<file path="src/sv/bod_pkg.sv">
// ----------------------------------------------------------------------------
// bod_pkg
// shared constants, register indexes and the job record passed from the
// front end to the pixel back end of the outline dilation block
// ----------------------------------------------------------------------------
package bod_pkg;

  localparam int MAX_WIDTH  = 16;
  localparam int MAX_HEIGHT = 64;

  localparam int COL_W        = (MAX_WIDTH > 1) ? $clog2(MAX_WIDTH) : 1;
  localparam int ROW_W        = (MAX_HEIGHT > 1) ? $clog2(MAX_HEIGHT) : 1;
  localparam int SRC_WIDTH_W  = 5;
  localparam int SRC_HEIGHT_W = 7;
  localparam int CFG_DATA_W   = 7;
  localparam int CFG_INDEX_W  = 2;
  localparam int PIX_W        = 8;
  localparam int OUT_ROW_W    = 7;
  localparam int OUT_COL_W    = 5;

  localparam logic [CFG_INDEX_W-1:0] REG_SRC_WIDTH  = 2'd0;
  localparam logic [CFG_INDEX_W-1:0] REG_SRC_HEIGHT = 2'd1;

  localparam logic [SRC_WIDTH_W-1:0]  SRC_WIDTH_RESET  = 5'd8;
  localparam logic [SRC_HEIGHT_W-1:0] SRC_HEIGHT_RESET = 7'd13;

  localparam logic [PIX_W-1:0] PIX_ON  = 8'hFF;
  localparam logic [PIX_W-1:0] PIX_OFF = 8'h00;

  localparam int QUEUE_DEPTH = 2;
  localparam int QPTR_W      = 1;
  localparam int QCNT_W      = 2;

  typedef struct packed {
    logic [MAX_WIDTH-1:0]   older;
    logic [MAX_WIDTH-1:0]   prior;
    logic [MAX_WIDTH-1:0]   cur;
    logic [ROW_W-1:0]       row;
    logic [COL_W-1:0]       col;
    logic [SRC_WIDTH_W-1:0] width;
    logic                   frame_end;
  } bod_job_t;

endpackage

</file>
<file path="src/sv/bod_front.sv">
// ----------------------------------------------------------------------------
// bod_front
// holds geometry registers, the three row coverage masks and the position
// counters; turns each accepted source pixel into one job record
// ----------------------------------------------------------------------------
module bod_front
  import bod_pkg::*;
(
  input  logic                    clk,
  input  logic                    rst_n,
  input  logic                    cfg_we,
  input  logic [CFG_INDEX_W-1:0]  cfg_index,
  input  logic [CFG_DATA_W-1:0]   cfg_data,
  input  logic                    pix_take,
  input  logic [PIX_W-1:0]        pix_alpha,
  output bod_job_t                job
);

  logic [SRC_WIDTH_W-1:0]  src_width_r;
  logic [SRC_HEIGHT_W-1:0] src_height_r;
  logic [MAX_WIDTH-1:0]    older_r, older_nxt;
  logic [MAX_WIDTH-1:0]    prior_r, prior_nxt;
  logic [MAX_WIDTH-1:0]    cur_r, cur_nxt;
  logic [COL_W-1:0]        col_cnt_r, col_cnt_nxt;
  logic [ROW_W-1:0]        row_cnt_r, row_cnt_nxt;

  logic [SRC_WIDTH_W-1:0]  w, wm1;
  logic [SRC_HEIGHT_W-1:0] h, hm1;
  logic [MAX_WIDTH-1:0]    wmask, cur_new;
  logic [COL_W-1:0]        c;
  logic [ROW_W-1:0]        r;
  logic                    row_end, frame_end;

  always_ff @(posedge clk) begin
    if (!rst_n) begin
      src_width_r  <= SRC_WIDTH_RESET;
      src_height_r <= SRC_HEIGHT_RESET;
    end else if (cfg_we) begin
      if (cfg_index == REG_SRC_WIDTH) begin
        src_width_r <= cfg_data[SRC_WIDTH_W-1:0];
      end else if (cfg_index == REG_SRC_HEIGHT) begin
        src_height_r <= cfg_data[SRC_HEIGHT_W-1:0];
      end
    end
  end

  // saturated geometry
  always_comb begin
    if (src_width_r == '0) begin
      w = SRC_WIDTH_W'(1);
    end else if (src_width_r > SRC_WIDTH_W'(MAX_WIDTH)) begin
      w = SRC_WIDTH_W'(MAX_WIDTH);
    end else begin
      w = src_width_r;
    end
    if (src_height_r == '0) begin
      h = SRC_HEIGHT_W'(1);
    end else if (src_height_r > SRC_HEIGHT_W'(MAX_HEIGHT)) begin
      h = SRC_HEIGHT_W'(MAX_HEIGHT);
    end else begin
      h = src_height_r;
    end
    wm1 = w - SRC_WIDTH_W'(1);
    hm1 = h - SRC_HEIGHT_W'(1);
    for (int i = 0; i < MAX_WIDTH; i++) begin
      wmask[i] = (SRC_WIDTH_W'(i) < w);
    end
  end

  always_comb begin
    c = (SRC_WIDTH_W'(col_cnt_r) < wm1) ? col_cnt_r : wm1[COL_W-1:0];
    r = (SRC_HEIGHT_W'(row_cnt_r) < hm1) ? row_cnt_r : hm1[ROW_W-1:0];
    row_end   = (SRC_WIDTH_W'(c) == wm1);
    frame_end = row_end && (SRC_HEIGHT_W'(r) == hm1);
    cur_new   = cur_r;
    if (pix_alpha != '0) begin
      cur_new = cur_r | (MAX_WIDTH'(1) << c);
    end
  end

  always_comb begin
    job.older     = older_r & wmask;
    job.prior     = prior_r & wmask;
    job.cur       = cur_new & wmask;
    job.row       = r;
    job.col       = c;
    job.width     = w;
    job.frame_end = frame_end;
  end

  always_comb begin
    older_nxt   = older_r;
    prior_nxt   = prior_r;
    cur_nxt     = cur_r;
    col_cnt_nxt = col_cnt_r;
    row_cnt_nxt = row_cnt_r;
    if (pix_take) begin
      if (!row_end) begin
        cur_nxt     = cur_new;
        col_cnt_nxt = c + COL_W'(1);
        row_cnt_nxt = r;
      end else if (!frame_end) begin
        older_nxt   = prior_r;
        prior_nxt   = cur_new;
        cur_nxt     = '0;
        col_cnt_nxt = '0;
        row_cnt_nxt = r + ROW_W'(1);
      end else begin
        older_nxt   = '0;
        prior_nxt   = '0;
        cur_nxt     = '0;
        col_cnt_nxt = '0;
        row_cnt_nxt = '0;
      end
    end
  end

  always_ff @(posedge clk) begin
    if (!rst_n) begin
      older_r   <= '0;
      prior_r   <= '0;
      cur_r     <= '0;
      col_cnt_r <= '0;
      row_cnt_r <= '0;
    end else begin
      older_r   <= older_nxt;
      prior_r   <= prior_nxt;
      cur_r     <= cur_nxt;
      col_cnt_r <= col_cnt_nxt;
      row_cnt_r <= row_cnt_nxt;
    end
  end

endmodule

</file>
<file path="src/sv/bod_queue.sv">
// ----------------------------------------------------------------------------
// bod_queue
// two-entry job queue between the front end and the pixel back end
// ----------------------------------------------------------------------------
module bod_queue
  import bod_pkg::*;
(
  input  logic      clk,
  input  logic      rst_n,
  input  logic      q_push,
  input  bod_job_t  q_wdata,
  output logic      q_full,
  input  logic      q_pop,
  output logic      q_empty,
  output bod_job_t  q_rdata
);

  bod_job_t            slot_r [QUEUE_DEPTH];
  logic [QPTR_W-1:0]   wr_ptr_r, rd_ptr_r;
  logic [QCNT_W-1:0]   cnt_r, cnt_nxt;
  logic                do_push, do_pop;

  assign q_full  = (cnt_r == QCNT_W'(QUEUE_DEPTH));
  assign q_empty = (cnt_r == '0);
  assign q_rdata = slot_r[rd_ptr_r];
  assign do_push = q_push && !q_full;
  assign do_pop  = q_pop && !q_empty;

  always_comb begin
    cnt_nxt = cnt_r;
    if (do_push && !do_pop) begin
      cnt_nxt = cnt_r + QCNT_W'(1);
    end else if (do_pop && !do_push) begin
      cnt_nxt = cnt_r - QCNT_W'(1);
    end
  end

  always_ff @(posedge clk) begin
    if (do_push) begin
      slot_r[wr_ptr_r] <= q_wdata;
    end
  end

  always_ff @(posedge clk) begin
    if (!rst_n) begin
      wr_ptr_r <= '0;
      rd_ptr_r <= '0;
      cnt_r    <= '0;
    end else begin
      cnt_r <= cnt_nxt;
      if (do_push) begin
        wr_ptr_r <= wr_ptr_r + QPTR_W'(1);
      end
      if (do_pop) begin
        rd_ptr_r <= rd_ptr_r + QPTR_W'(1);
      end
    end
  end

  a_cnt_bound: assert property (@(posedge clk) disable iff (!rst_n)
    cnt_r <= QCNT_W'(QUEUE_DEPTH))
    else $error("job queue count beyond depth");

endmodule

</file>
<file path="src/sv/bod_back.sv">
// ----------------------------------------------------------------------------
// bod_back
// expands each job into outline pixels, one per cycle while the output
// register is free or popped, including the row-end columns and the two
// flush rows at frame end; drives the output register
module bod_back
  import bod_pkg::*;
(
  input  logic                  clk,
  input  logic                  rst_n,
  input  logic                  q_empty,
  input  bod_job_t              q_rdata,
  output logic                  q_pop,
  output logic                  empty,
  input  logic                  pop,
  output logic [PIX_W-1:0]      out_value,
  output logic [OUT_ROW_W-1:0]  out_row,
  output logic [OUT_COL_W-1:0]  out_col,
  output logic                  out_last_of_run,
  output logic                  out_frame_done
);

  localparam int EXT_W = MAX_WIDTH + 4;

  logic                  busy_r, busy_nxt;
  logic [MAX_WIDTH-1:0]  older_r, older_nxt;
  logic [MAX_WIDTH-1:0]  prior_r, prior_nxt;
  logic [MAX_WIDTH-1:0]  cur_r, cur_nxt;
  logic [OUT_ROW_W-1:0]  row_r, row_nxt;
  logic [OUT_COL_W-1:0]  col_r, col_nxt;
  logic [OUT_COL_W-1:0]  end_r, end_nxt;
  logic                  fend_r, fend_nxt;
  logic [1:0]            phase_r, phase_nxt;

  logic                  ovalid_r, ovalid_nxt;
  logic [PIX_W-1:0]      oval_r;
  logic [OUT_ROW_W-1:0]  orow_r;
  logic [OUT_COL_W-1:0]  ocol_r;
  logic                  olast_r, odone_r;

  logic                  adv, at_end, job_last, load;
  logic [MAX_WIDTH-1:0]  any_bits;
  logic [EXT_W-1:0]      any_ext, prior_ext;
  logic [2:0]            win;
  logic                  center;
  logic [PIX_W-1:0]      pix;
  logic [OUT_COL_W-1:0]  ld_end;

  assign adv      = busy_r && (!ovalid_r || pop);
  assign at_end   = (col_r == end_r);
  assign job_last = at_end && (!fend_r || (phase_r == 2'd2));
  assign load     = !q_empty && (!busy_r || (adv && job_last));
  assign q_pop    = load;

  // 3x3 window around the center (row-1, col-1) in source coordinates
  always_comb begin
    any_bits  = older_r | prior_r | cur_r;
    any_ext   = {2'b00, any_bits, 2'b00};
    prior_ext = {3'b000, prior_r, 1'b0};
    win       = any_ext[col_r +: 3];
    center    = prior_ext[col_r];
    pix       = ((win != 3'b000) && !center) ? PIX_ON : PIX_OFF;
    ld_end    = OUT_COL_W'(q_rdata.col);
    if (SRC_WIDTH_W'(q_rdata.col) == q_rdata.width - SRC_WIDTH_W'(1)) begin
      ld_end = OUT_COL_W'(q_rdata.width) + OUT_COL_W'(1);
    end
  end

  always_comb begin
    busy_nxt  = busy_r;
    older_nxt = older_r;
    prior_nxt = prior_r;
    cur_nxt   = cur_r;
    row_nxt   = row_r;
    col_nxt   = col_r;
    end_nxt   = end_r;
    fend_nxt  = fend_r;
    phase_nxt = phase_r;
    if (adv) begin
      if (!at_end) begin
        col_nxt = col_r + OUT_COL_W'(1);
      end else if (!job_last) begin
        // flush row: move the window down one row
        older_nxt = prior_r;
        prior_nxt = cur_r;
        cur_nxt   = '0;
        row_nxt   = row_r + OUT_ROW_W'(1);
        col_nxt   = '0;
        phase_nxt = phase_r + 2'd1;
      end else begin
        busy_nxt = 1'b0;
      end
    end
    if (load) begin
      busy_nxt  = 1'b1;
      older_nxt = q_rdata.older;
      prior_nxt = q_rdata.prior;
      cur_nxt   = q_rdata.cur;
      row_nxt   = OUT_ROW_W'(q_rdata.row);
      col_nxt   = OUT_COL_W'(q_rdata.col);
      end_nxt   = ld_end;
      fend_nxt  = q_rdata.frame_end;
      phase_nxt = 2'd0;
    end
  end

  always_comb begin
    ovalid_nxt = ovalid_r;
    if (adv) begin
      ovalid_nxt = 1'b1;
    end else if (pop) begin
      ovalid_nxt = 1'b0;
    end
  end

  always_ff @(posedge clk) begin
    if (!rst_n) begin
      busy_r   <= 1'b0;
      phase_r  <= 2'd0;
      ovalid_r <= 1'b0;
    end else begin
      busy_r   <= busy_nxt;
      phase_r  <= phase_nxt;
      ovalid_r <= ovalid_nxt;
    end
  end

  always_ff @(posedge clk) begin
    older_r <= older_nxt;
    prior_r <= prior_nxt;
    cur_r   <= cur_nxt;
    row_r   <= row_nxt;
    col_r   <= col_nxt;
    end_r   <= end_nxt;
    fend_r  <= fend_nxt;
    if (adv) begin
      oval_r  <= pix;
      orow_r  <= row_r;
      ocol_r  <= col_r;
      olast_r <= job_last;
      odone_r <= job_last && fend_r;
    end
  end

  assign empty           = !ovalid_r;
  assign out_value       = oval_r;
  assign out_row         = orow_r;
  assign out_col         = ocol_r;
  assign out_last_of_run = olast_r;
  assign out_frame_done  = odone_r;

  a_phase_range: assert property (@(posedge clk) disable iff (!rst_n)
    busy_r |-> (phase_r != 2'd3))
    else $error("flush phase out of range");

  a_col_in_run: assert property (@(posedge clk) disable iff (!rst_n)
    busy_r |-> (col_r <= end_r))
    else $error("column ran past end of run");

  a_done_is_last: assert property (@(posedge clk) disable iff (!rst_n)
    (ovalid_r && odone_r) |-> olast_r)
    else $error("frame done without last of run");

endmodule

</file>
<file path="src/sv/bitmap_outline_dilation_top.sv">
// ----------------------------------------------------------------------------
// bitmap_outline_dilation_top
// streaming one-pixel outline of an a8 bitmap, outer ring of a 3x3 dilation
//
// usage:
//   source pixels enter in raster order on in_src_alpha, transferred when
//   push is high and full is low. outline pixels of the (w+2) x (h+2) image
//   leave in raster order with their row and column; a transfer happens when
//   pop is high and empty is low. out_last_of_run marks the last pixel caused
//   by one source pixel, out_frame_done the last pixel of the frame.
//   geometry is set through cfg_we / cfg_index / cfg_data while idle.
// timing:
//   a source pixel reaches the outputs through the job queue, the back-end
//   job registers and the output register. the back end emits one outline
//   pixel per cycle while the output register is free or popped; a row end
//   adds the border columns, the frame end two flush rows; the two-entry job
//   queue absorbs these bursts and full rises only while it holds two jobs.
// reset: masks, counters, queue and output register clear; width 8, height 13.
// stall: while pop is low and the output register is full, it holds and the
//   back end waits; push keeps being taken until the job queue fills.
// ----------------------------------------------------------------------------
module bitmap_outline_dilation_top
  import bod_pkg::*;
(
  input  logic                   clk,
  input  logic                   rst_n,
  input  logic                   cfg_we,
  input  logic [CFG_INDEX_W-1:0] cfg_index,
  input  logic [CFG_DATA_W-1:0]  cfg_data,
  input  logic                   push,
  output logic                   full,
  input  logic [PIX_W-1:0]       in_src_alpha,
  output logic                   empty,
  input  logic                   pop,
  output logic [PIX_W-1:0]       out_value,
  output logic [OUT_ROW_W-1:0]   out_row,
  output logic [OUT_COL_W-1:0]   out_col,
  output logic                   out_last_of_run,
  output logic                   out_frame_done
);

  bod_job_t  front_job, q_job;
  logic      q_full, q_empty, q_pop, pix_take;

  assign full     = q_full;
  assign pix_take = push && !q_full;

  bod_front u_front (
    .clk       (clk),
    .rst_n     (rst_n),
    .cfg_we    (cfg_we),
    .cfg_index (cfg_index),
    .cfg_data  (cfg_data),
    .pix_take  (pix_take),
    .pix_alpha (in_src_alpha),
    .job       (front_job)
  );

  bod_queue u_queue (
    .clk     (clk),
    .rst_n   (rst_n),
    .q_push  (pix_take),
    .q_wdata (front_job),
    .q_full  (q_full),
    .q_pop   (q_pop),
    .q_empty (q_empty),
    .q_rdata (q_job)
  );

  bod_back u_back (
    .clk             (clk),
    .rst_n           (rst_n),
    .q_empty         (q_empty),
    .q_rdata         (q_job),
    .q_pop           (q_pop),
    .empty           (empty),
    .pop             (pop),
    .out_value       (out_value),
    .out_row         (out_row),
    .out_col         (out_col),
    .out_last_of_run (out_last_of_run),
    .out_frame_done  (out_frame_done)
  );

endmodule

</file>
<file path="config.mk">
export PLATFORM = sky130hd
export DESIGN_NAME = bitmap_outline_dilation_top
export DESIGN_NICKNAME = d
export VERILOG_FILES = /design/src/sv/bod_pkg.sv /design/src/sv/bod_front.sv /design/src/sv/bod_queue.sv /design/src/sv/bod_back.sv /design/src/sv/bitmap_outline_dilation_top.sv
export SDC_FILE = /design/constraint.sdc
export NUM_CORES = 1
export LEC_CHECK = 0
export BUFFER_PORTS_ARGS = -buffer_cell sky130_fd_sc_hd__buf_2
export CAP_MARGIN = 30
export CORE_MARGIN = 2
export CORE_UTILIZATION = 55
export DETAILED_ROUTE_END_ITERATION = 7
export PLACE_DENSITY = 0.79
export SLEW_MARGIN = 10
export SYNTH_ARGS = -nofsm -noshare
export SYNTH_HDL_FRONTEND = slang
export SYNTH_SLANG_ARGS = --single-unit
</file>
<file path="constraint.sdc">
create_clock -name clk -period 18.1 [get_ports clk]
set_clock_uncertainty 0.2 [all_clocks]
set_input_delay 3.62 -clock clk [delete_from_list [all_inputs] [get_ports clk]]
set_output_delay 3.62 -clock clk [all_outputs]
set_load 0.005 [all_outputs]
</file>
## Yosys cells after proc, flatten, opt, wreduce, memory -nomap -nowiden

Memory sizes are Yosys's and may differ from the RTL's. A register that Yosys moved wholly into a read port is not among the register bits.
Cells that the tools add are included.

- Register bits after elaboration: 166
- RAM bits: 128
- Input bits: 22
- Logic and storage cells: 176
- Memories kept: 1

- Add/subtract/negate cells: 13
- Magnitude comparators: 21
- Eq/ne operators: 10
- Shift operators: 2
- Muxes and demuxes: 49
- Bitwise logic cells: 9
- Reduce and logical (&&, ||, !) cells: 43

Memory list:

| name | words | width | rd ports | clocked after Yosys merged registers in | write ports | RTL line | RTL |
|---|---|---|---|---|---|---|---|
| u_queue.slot_r | 2 | 64 | 1 | 1 | 1 | bod_queue.sv:18 | `bod_job_t slot_r [QUEUE_DEPTH];` |

Operators by type and width:

| kind | number |
|---|---|
| 16-bit 2-to-1 mux | 16 |
| 16-bit bitwise AND | 3 |
| 16-bit OR | 3 |
| 6-bit 2-to-1 mux | 7 |
| 4-bit by 5-bit less-than comparator with 1-bit output (first input constant) | 8 |
| 3-bit by 5-bit less-than comparator with 1-bit output (first input constant) | 4 |
| 4-bit 2-to-1 mux | 5 |
| 5-bit 2-to-1 mux | 4 |
| 20-bit by 6-bit indexed part select with 3-bit output | 1 |
| 1-bit by 4-bit << shifter with 16-bit output (first input constant) | 1 |
| 7-bit 2-to-1 mux | 2 |
| 1-bit logical AND | 12 |
| 3-bit AND reduction | 4 |
| 1-bit 2-to-1 mux | 11 |
| 5-bit by 1-bit adder with 5-bit output (second input constant) | 2 |
| 4-bit by 5-bit == test with 1-bit output | 2 |
| 1-bit by 5-bit less-than comparator with 1-bit output (first input constant) | 2 |
| 2-bit by 5-bit less-than comparator with 1-bit output (first input constant) | 2 |
| 2-bit nonzero test | 5 |
| 5-bit by 1-bit subtractor with 5-bit output (second input constant) | 2 |
| 1-bit logical NOT | 8 |
| 8-bit 2-to-1 mux | 1 |
| 2-bit AND reduction | 4 |
| 8-bit nonzero test | 1 |
| other kinds (27) | 37 |

## Depth between registers and ports, before layout

- Word-level depth: 10
- Gate-level depth with buffers: 20
- Depth with buffers taken out: 18

## By module

Synthesis repeated with hierarchy kept, for this count alone.

- Cells, all modules: 1,177
- Area, all modules: 13,526.7 sq um

By module, submodules not included:

| module | instances | cells an instance | area each (sq um) | seq. area each (sq um) |
|---|---|---|---|---|
| bod_queue | 1 | 224 | 4,870.9 | 3,943.8 |
| bod_back | 1 | 404 | 4,359.2 | 2,492.4 |
| bod_front | 1 | 548 | 4,282.9 | 1,401.3 |
| bitmap_outline_dilation_top | 1 | 1 | 13.8 | 0.0 |

## Least setup slack after synthesis

No wires, ideal clock.

- Path kind: input -> register
- From: in pop
- To: reg u_back.cur_r[0] (enable)
- Setup time: 0.543 ns
- Arrival: 7.688 ns
- Required time: 17.357 ns
- Path slack: 9.670 ns
- Cell stages on the path: 3
- Buffers on the path: 0
- Path through: nand2b_1 -> nand3_1 -> o21ai_0

- Word-level cells in the longest chain between the ends: 7
- Elaborated cells on any way between the ends: 9

Ends and longest elaborated chain:

| item | RTL line | RTL |
|---|---|---|
| start: declaration | bitmap_outline_dilation_top.sv:34 | `input logic pop,` |
| 1-bit logical OR * | bod_back.sv:49 | `assign adv = busy_r && (!ovalid_r \|\| pop);` |
| 1-bit logical AND * | bod_back.sv:49 |  |
| 1-bit logical AND | bod_back.sv:52 | `assign load = !q_empty && (!busy_r \|\| (adv && job_last));` |
| 1-bit logical OR | bod_back.sv:52 |  |
| 1-bit logical AND | bod_back.sv:52 |  |
| 2-bit inequality test (no source line) / 2-bit nonzero test (equally long branches) | -- |  |
| 3-bit AND reduction (no source line) * | -- |  |
| end signal: assignment | bod_back.sv:131 | `cur_r <= cur_nxt;` |
| end: declaration | bod_back.sv:28 | `logic [MAX_WIDTH-1:0] cur_r, cur_nxt;` |

Every way passes the cells marked *; elsewhere a longest branch is shown, timed or not.
A chain may end at the register's enable or synchronous reset.

## Worst setup path in the final report

- From: in pop
- To: reg u_back.prior_r[10] (enable)

- Word-level cells in the longest chain between the ends: 7
- Elaborated cells on any way between the ends: 9

Ends and longest elaborated chain:

| item | RTL line | RTL |
|---|---|---|
| 1-bit logical OR * | bod_back.sv:49 |  |
| 1-bit logical AND * | bod_back.sv:49 |  |
| 1-bit logical AND | bod_back.sv:52 |  |
| 1-bit logical OR | bod_back.sv:52 |  |
| 1-bit logical AND | bod_back.sv:52 |  |
| 2-bit inequality test (no source line) / 2-bit nonzero test (equally long branches) | -- |  |
| 3-bit AND reduction (no source line) * | -- |  |
| end signal: assignment | bod_back.sv:130 | `prior_r <= prior_nxt;` |
| end: declaration | bod_back.sv:27 | `logic [MAX_WIDTH-1:0] prior_r, prior_nxt;` |

Marks and branches as above.

==> results.sh <==
export IMPL_cts_buffers=28
export IMPL_powerDensity_nw_per_um2=149
export IMPL_avgRoutedWirePerCell_um=18.2
export IMPL_cp_depth=8
export IMPL_cts_root_buf="clkbuf_16"
export IMPL_placement_io_buffers=45
export IMPL_layout_nets=1170
export IMPL_ctsHoldBuffers=0
export IMPL_reg2reg_depth=14
export IMPL_syn_to_final_growth_pct=11.0
export IMPL_fillers=1718
export IMPL_crit_family="buffers and inverters"
export IMPL_synth_cell_types=72
export IMPL_r2r_end="u_queue.slot_r[0][27]"
export IMPL_slew_viol_final=0
export IMPL_grt_pass1_vias=8188
export IMPL_worst_path_buf_inv=4
export IMPL_drtIter0Drc=626
export IMPL_tightest_slew_ns=0.948
export IMPL_syn_area_per_cell_um2=11.9
export IMPL_holdWs_ns=0.258
export IMPL_die_w_um=159
export IMPL_r2r_slack_ns=12.78
export IMPL_critPathSlowestCell="buf_4"
export IMPL_reg2reg_from="u_front.src_width_r[2]"
export IMPL_cts_tree="yes"
export IMPL_cts_resized=0
export IMPL_cp_endpoint="u_back.prior_r[10]"
export IMPL_p_total_w=0.00217
export IMPL_syn_instance_count=1104
export IMPL_synth_area_um2=13100
export IMPL_ioPinCount=46
export IMPL_viasPerCell=5.83
export IMPL_cts_setup_buffers=0
export IMPL_row_count=56
export IMPL_syn_nets=1149
export IMPL_grt_antenna_before_repair=0
export IMPL_dp_hpwl_um=17000
export IMPL_final_area_um2=14600
export IMPL_drc=0
export IMPL_drv_cap=0
export IMPL_vias=8546
export IMPL_crit_path_start="pop"
export IMPL_outcome="finished, final reports clean"
export IMPL_synth_edf_count=207
export IMPL_timing_final_crit_share_pct=30.0
export IMPL_htreeDepth=1
export IMPL_power_switching_w=0.000681
export IMPL_regArea_um2=7840
export IMPL_placed_area_um2=13600
export IMPL_gp_congestion=0.815
export IMPL_final_common_cell="edfxtp_1"
export IMPL_p_sw_share_pct=31.4
export IMPL_firstDrtPassIters=5
export IMPL_clk_latency_ns=0.53
export IMPL_pwr_share_clk_pct=27.5
export IMPL_p_int_w=0.00149
export IMPL_diodes=0
export IMPL_slew_headroom_pct=36.7
export IMPL_fmax_ghz=0.184
export IMPL_path_class="in2reg"
export IMPL_gr_usage_all_layers_pct=21.6
export IMPL_path_cells="buf_2 -> nor2_1 -> o31ai_1 -> o21ai_4 -> buf_4 -> buf_16 -> o21ai_4 -> buf_4"
export IMPL_grt_first_pass_wirelength_um=42600
export IMPL_holdPathStages=2
export IMPL_dp_cells=1412
export IMPL_worst_ep_arrival_time_ns=5.38
export IMPL_hold_path_class="reg2reg"
export IMPL_dieArea_um2=25200
export IMPL_antenna_left=0
export IMPL_synthArstFlopShare_pct=0
export IMPL_synth_seq_area_share_pct=59.6
export IMPL_core_area_um2=23500
export IMPL_stdcell_count=1465
export IMPL_period_needed_ns=5.42
export IMPL_clockBufferDepth=3
export IMPL_die_y_um=159
export IMPL_power_leakage_nw=5.14
export IMPL_sequentialPowerShare_pct=46.9
export IMPL_overflow=0
export IMPL_max_vdd_ir_drop_v=0.0000904
export IMPL_synth_main_ff_cell="edfxtp_1"
export IMPL_yosys_register_bits=288
export IMPL_crit_path_end_kind="flop"
export IMPL_combinationalPowerShare_pct=25.7
export IMPL_startpoint_type="input port"
export IMPL_clock_sinks=288
export IMPL_drive_above_1_share_pct=12.2
export IMPL_crit_path_max_incr_delay_ns=0.59
export IMPL_final_cell_mix="edfxtp_1 (207), nand2_1 (93), dfxtp_1 (80)"
export IMPL_setup_viol=0
export IMPL_fin_setup_tns_ns=0
export IMPL_crit_fanout=92
export IMPL_worstPathRequired_ns=18.06
export IMPL_grt_max_degree=107
export IMPL_multiInputGateArea_um2=4900
export IMPL_yosysWarnings=0
export IMPL_wirelength_um=26700
export IMPL_grt_setup_unrepaired="false"
export IMPL_hold_viol_final=0
export IMPL_clk_pin_slew_ns=0.06
export IMPL_initial_core_util_pct=56.0
stage by stage:
stage | setup WS (ns) | util (%)
global route | 12.47 | 62.2
global placement | 12.12 | 57.8
floorplan | 9.67 | -
finish | 12.68 | 62.2
CTS | 12.61 | 61.9
detailed placement | 12.06 | 57.9
kinds of logic after synthesis:
logic type                 synth area share, %
adders and majority gates                 2.19
xor gates and xnor gates                  2.50
muxes                                     7.24
AOI/OAI and AO/OA                         11.6
and+or+nand+nor                           13.5
DFF                                       59.6
buffers and inverters                     3.36
layer usage:
layer | global-route usage [%] | vias up | part of all wire, %
met4 | 5.75 | 0 | 1.7
met1 | 29.7 | 4142 | 43
met3 | 3.40 | 37 | 6.4
met2 | 36.1 | 294 | 49
li1 | - | 4073 | -
met5 | 0 | - | 0
cells in the mapped netlist (all sizes together), types with 6 or more instances:
master    n  share of area [%]
o21a      7               0.40
edfxtp  207                 47
buf      29                1.3
nor3     23               0.88
nor4      9               0.43
nand2    93                2.7
and2     18               0.86
xor2     18                1.2
nor3b    19                1.1
o31ai     8               0.70
clkbuf   39                1.1
o21ai    57                2.3
nor2     62                1.8
mux2i    77                6.0
a211oi   13               0.97
nor2b    40                2.0
nand2b    6               0.29
mux2      7               0.60
a21boi   40                2.3
ha       23                2.2
or3      19               0.90
dfxtp    81                 12
a31oi    18               0.86
nand3    41                1.6
xnor2    17                1.1
a21oi    47                1.8
inv      32               0.91
worst register-to-register path: stages (launching register included):
cell and delay (ns):
dfxtp_1 0.81, nor4_1 0.18, nor2_1 0.33, inv_1 0.13
ha_1 0.37, inv_1 0.06, ha_1 0.20, o41ai_2 0.47
a21o_1 0.55, mux2i_1 0.51, inv_1 0.19, ha_1 0.27
ha_1 0.23, a21oi_1 0.38, nor2_1 0.16
worst min path at each step:
stage | startpoint | end | slack, ns
floorplan | u_front.older_r[8] | u_front.older_r[8] | 0.23
global placement | u_front.older_r[8] | u_front.older_r[8] | 0.23
detailed placement | u_front.older_r[8] | u_front.older_r[8] | 0.24
CTS | u_front.older_r[8] | u_front.older_r[8] | 0.25
global route | u_front.older_r[8] | u_front.older_r[8] | 0.27
finish | u_front.older_r[6] | u_front.older_r[6] | 0.26
flip-flops by register name, summed over array words and instances (netlist names), 4 cells and up, named ones only:
register,count
u_back.col_r,5
u_back.cur_r,16
u_back.end_r,5
u_back.older_r,16
u_back.out_col,5
u_back.out_row,7
u_back.prior_r,16
u_back.row_r,7
u_front.col_cnt_r,4
u_front.cur_r,16
u_front.older_r,16
u_front.prior_r,16
u_front.row_cnt_r,6
u_front.src_height_r,7
u_front.src_width_r,5
u_queue.slot_r,128
power by group through the flow:
stage,combinational (W),clock (W),sequential [W]
finish,0.000557,0.000597,0.00102
global route,0.000620,0.000626,0.00104
CTS,0.000547,0.000604,0.00102
detailed placement,0.000540,0,0.00103
global placement,0.000519,0,0.00102
floorplan,0.000425,0,0.000995
final cells by class:
type,instances,area share [%]
inverters,32,0.823
repair buffers,59,2.59
clock buffers,33,5.08
well taps,319,2.73
clock inverters,18,1.47
multi-input cells,716,33.6
flip-flops and latches,288,53.7
Power figures use the tool's default switching activity.
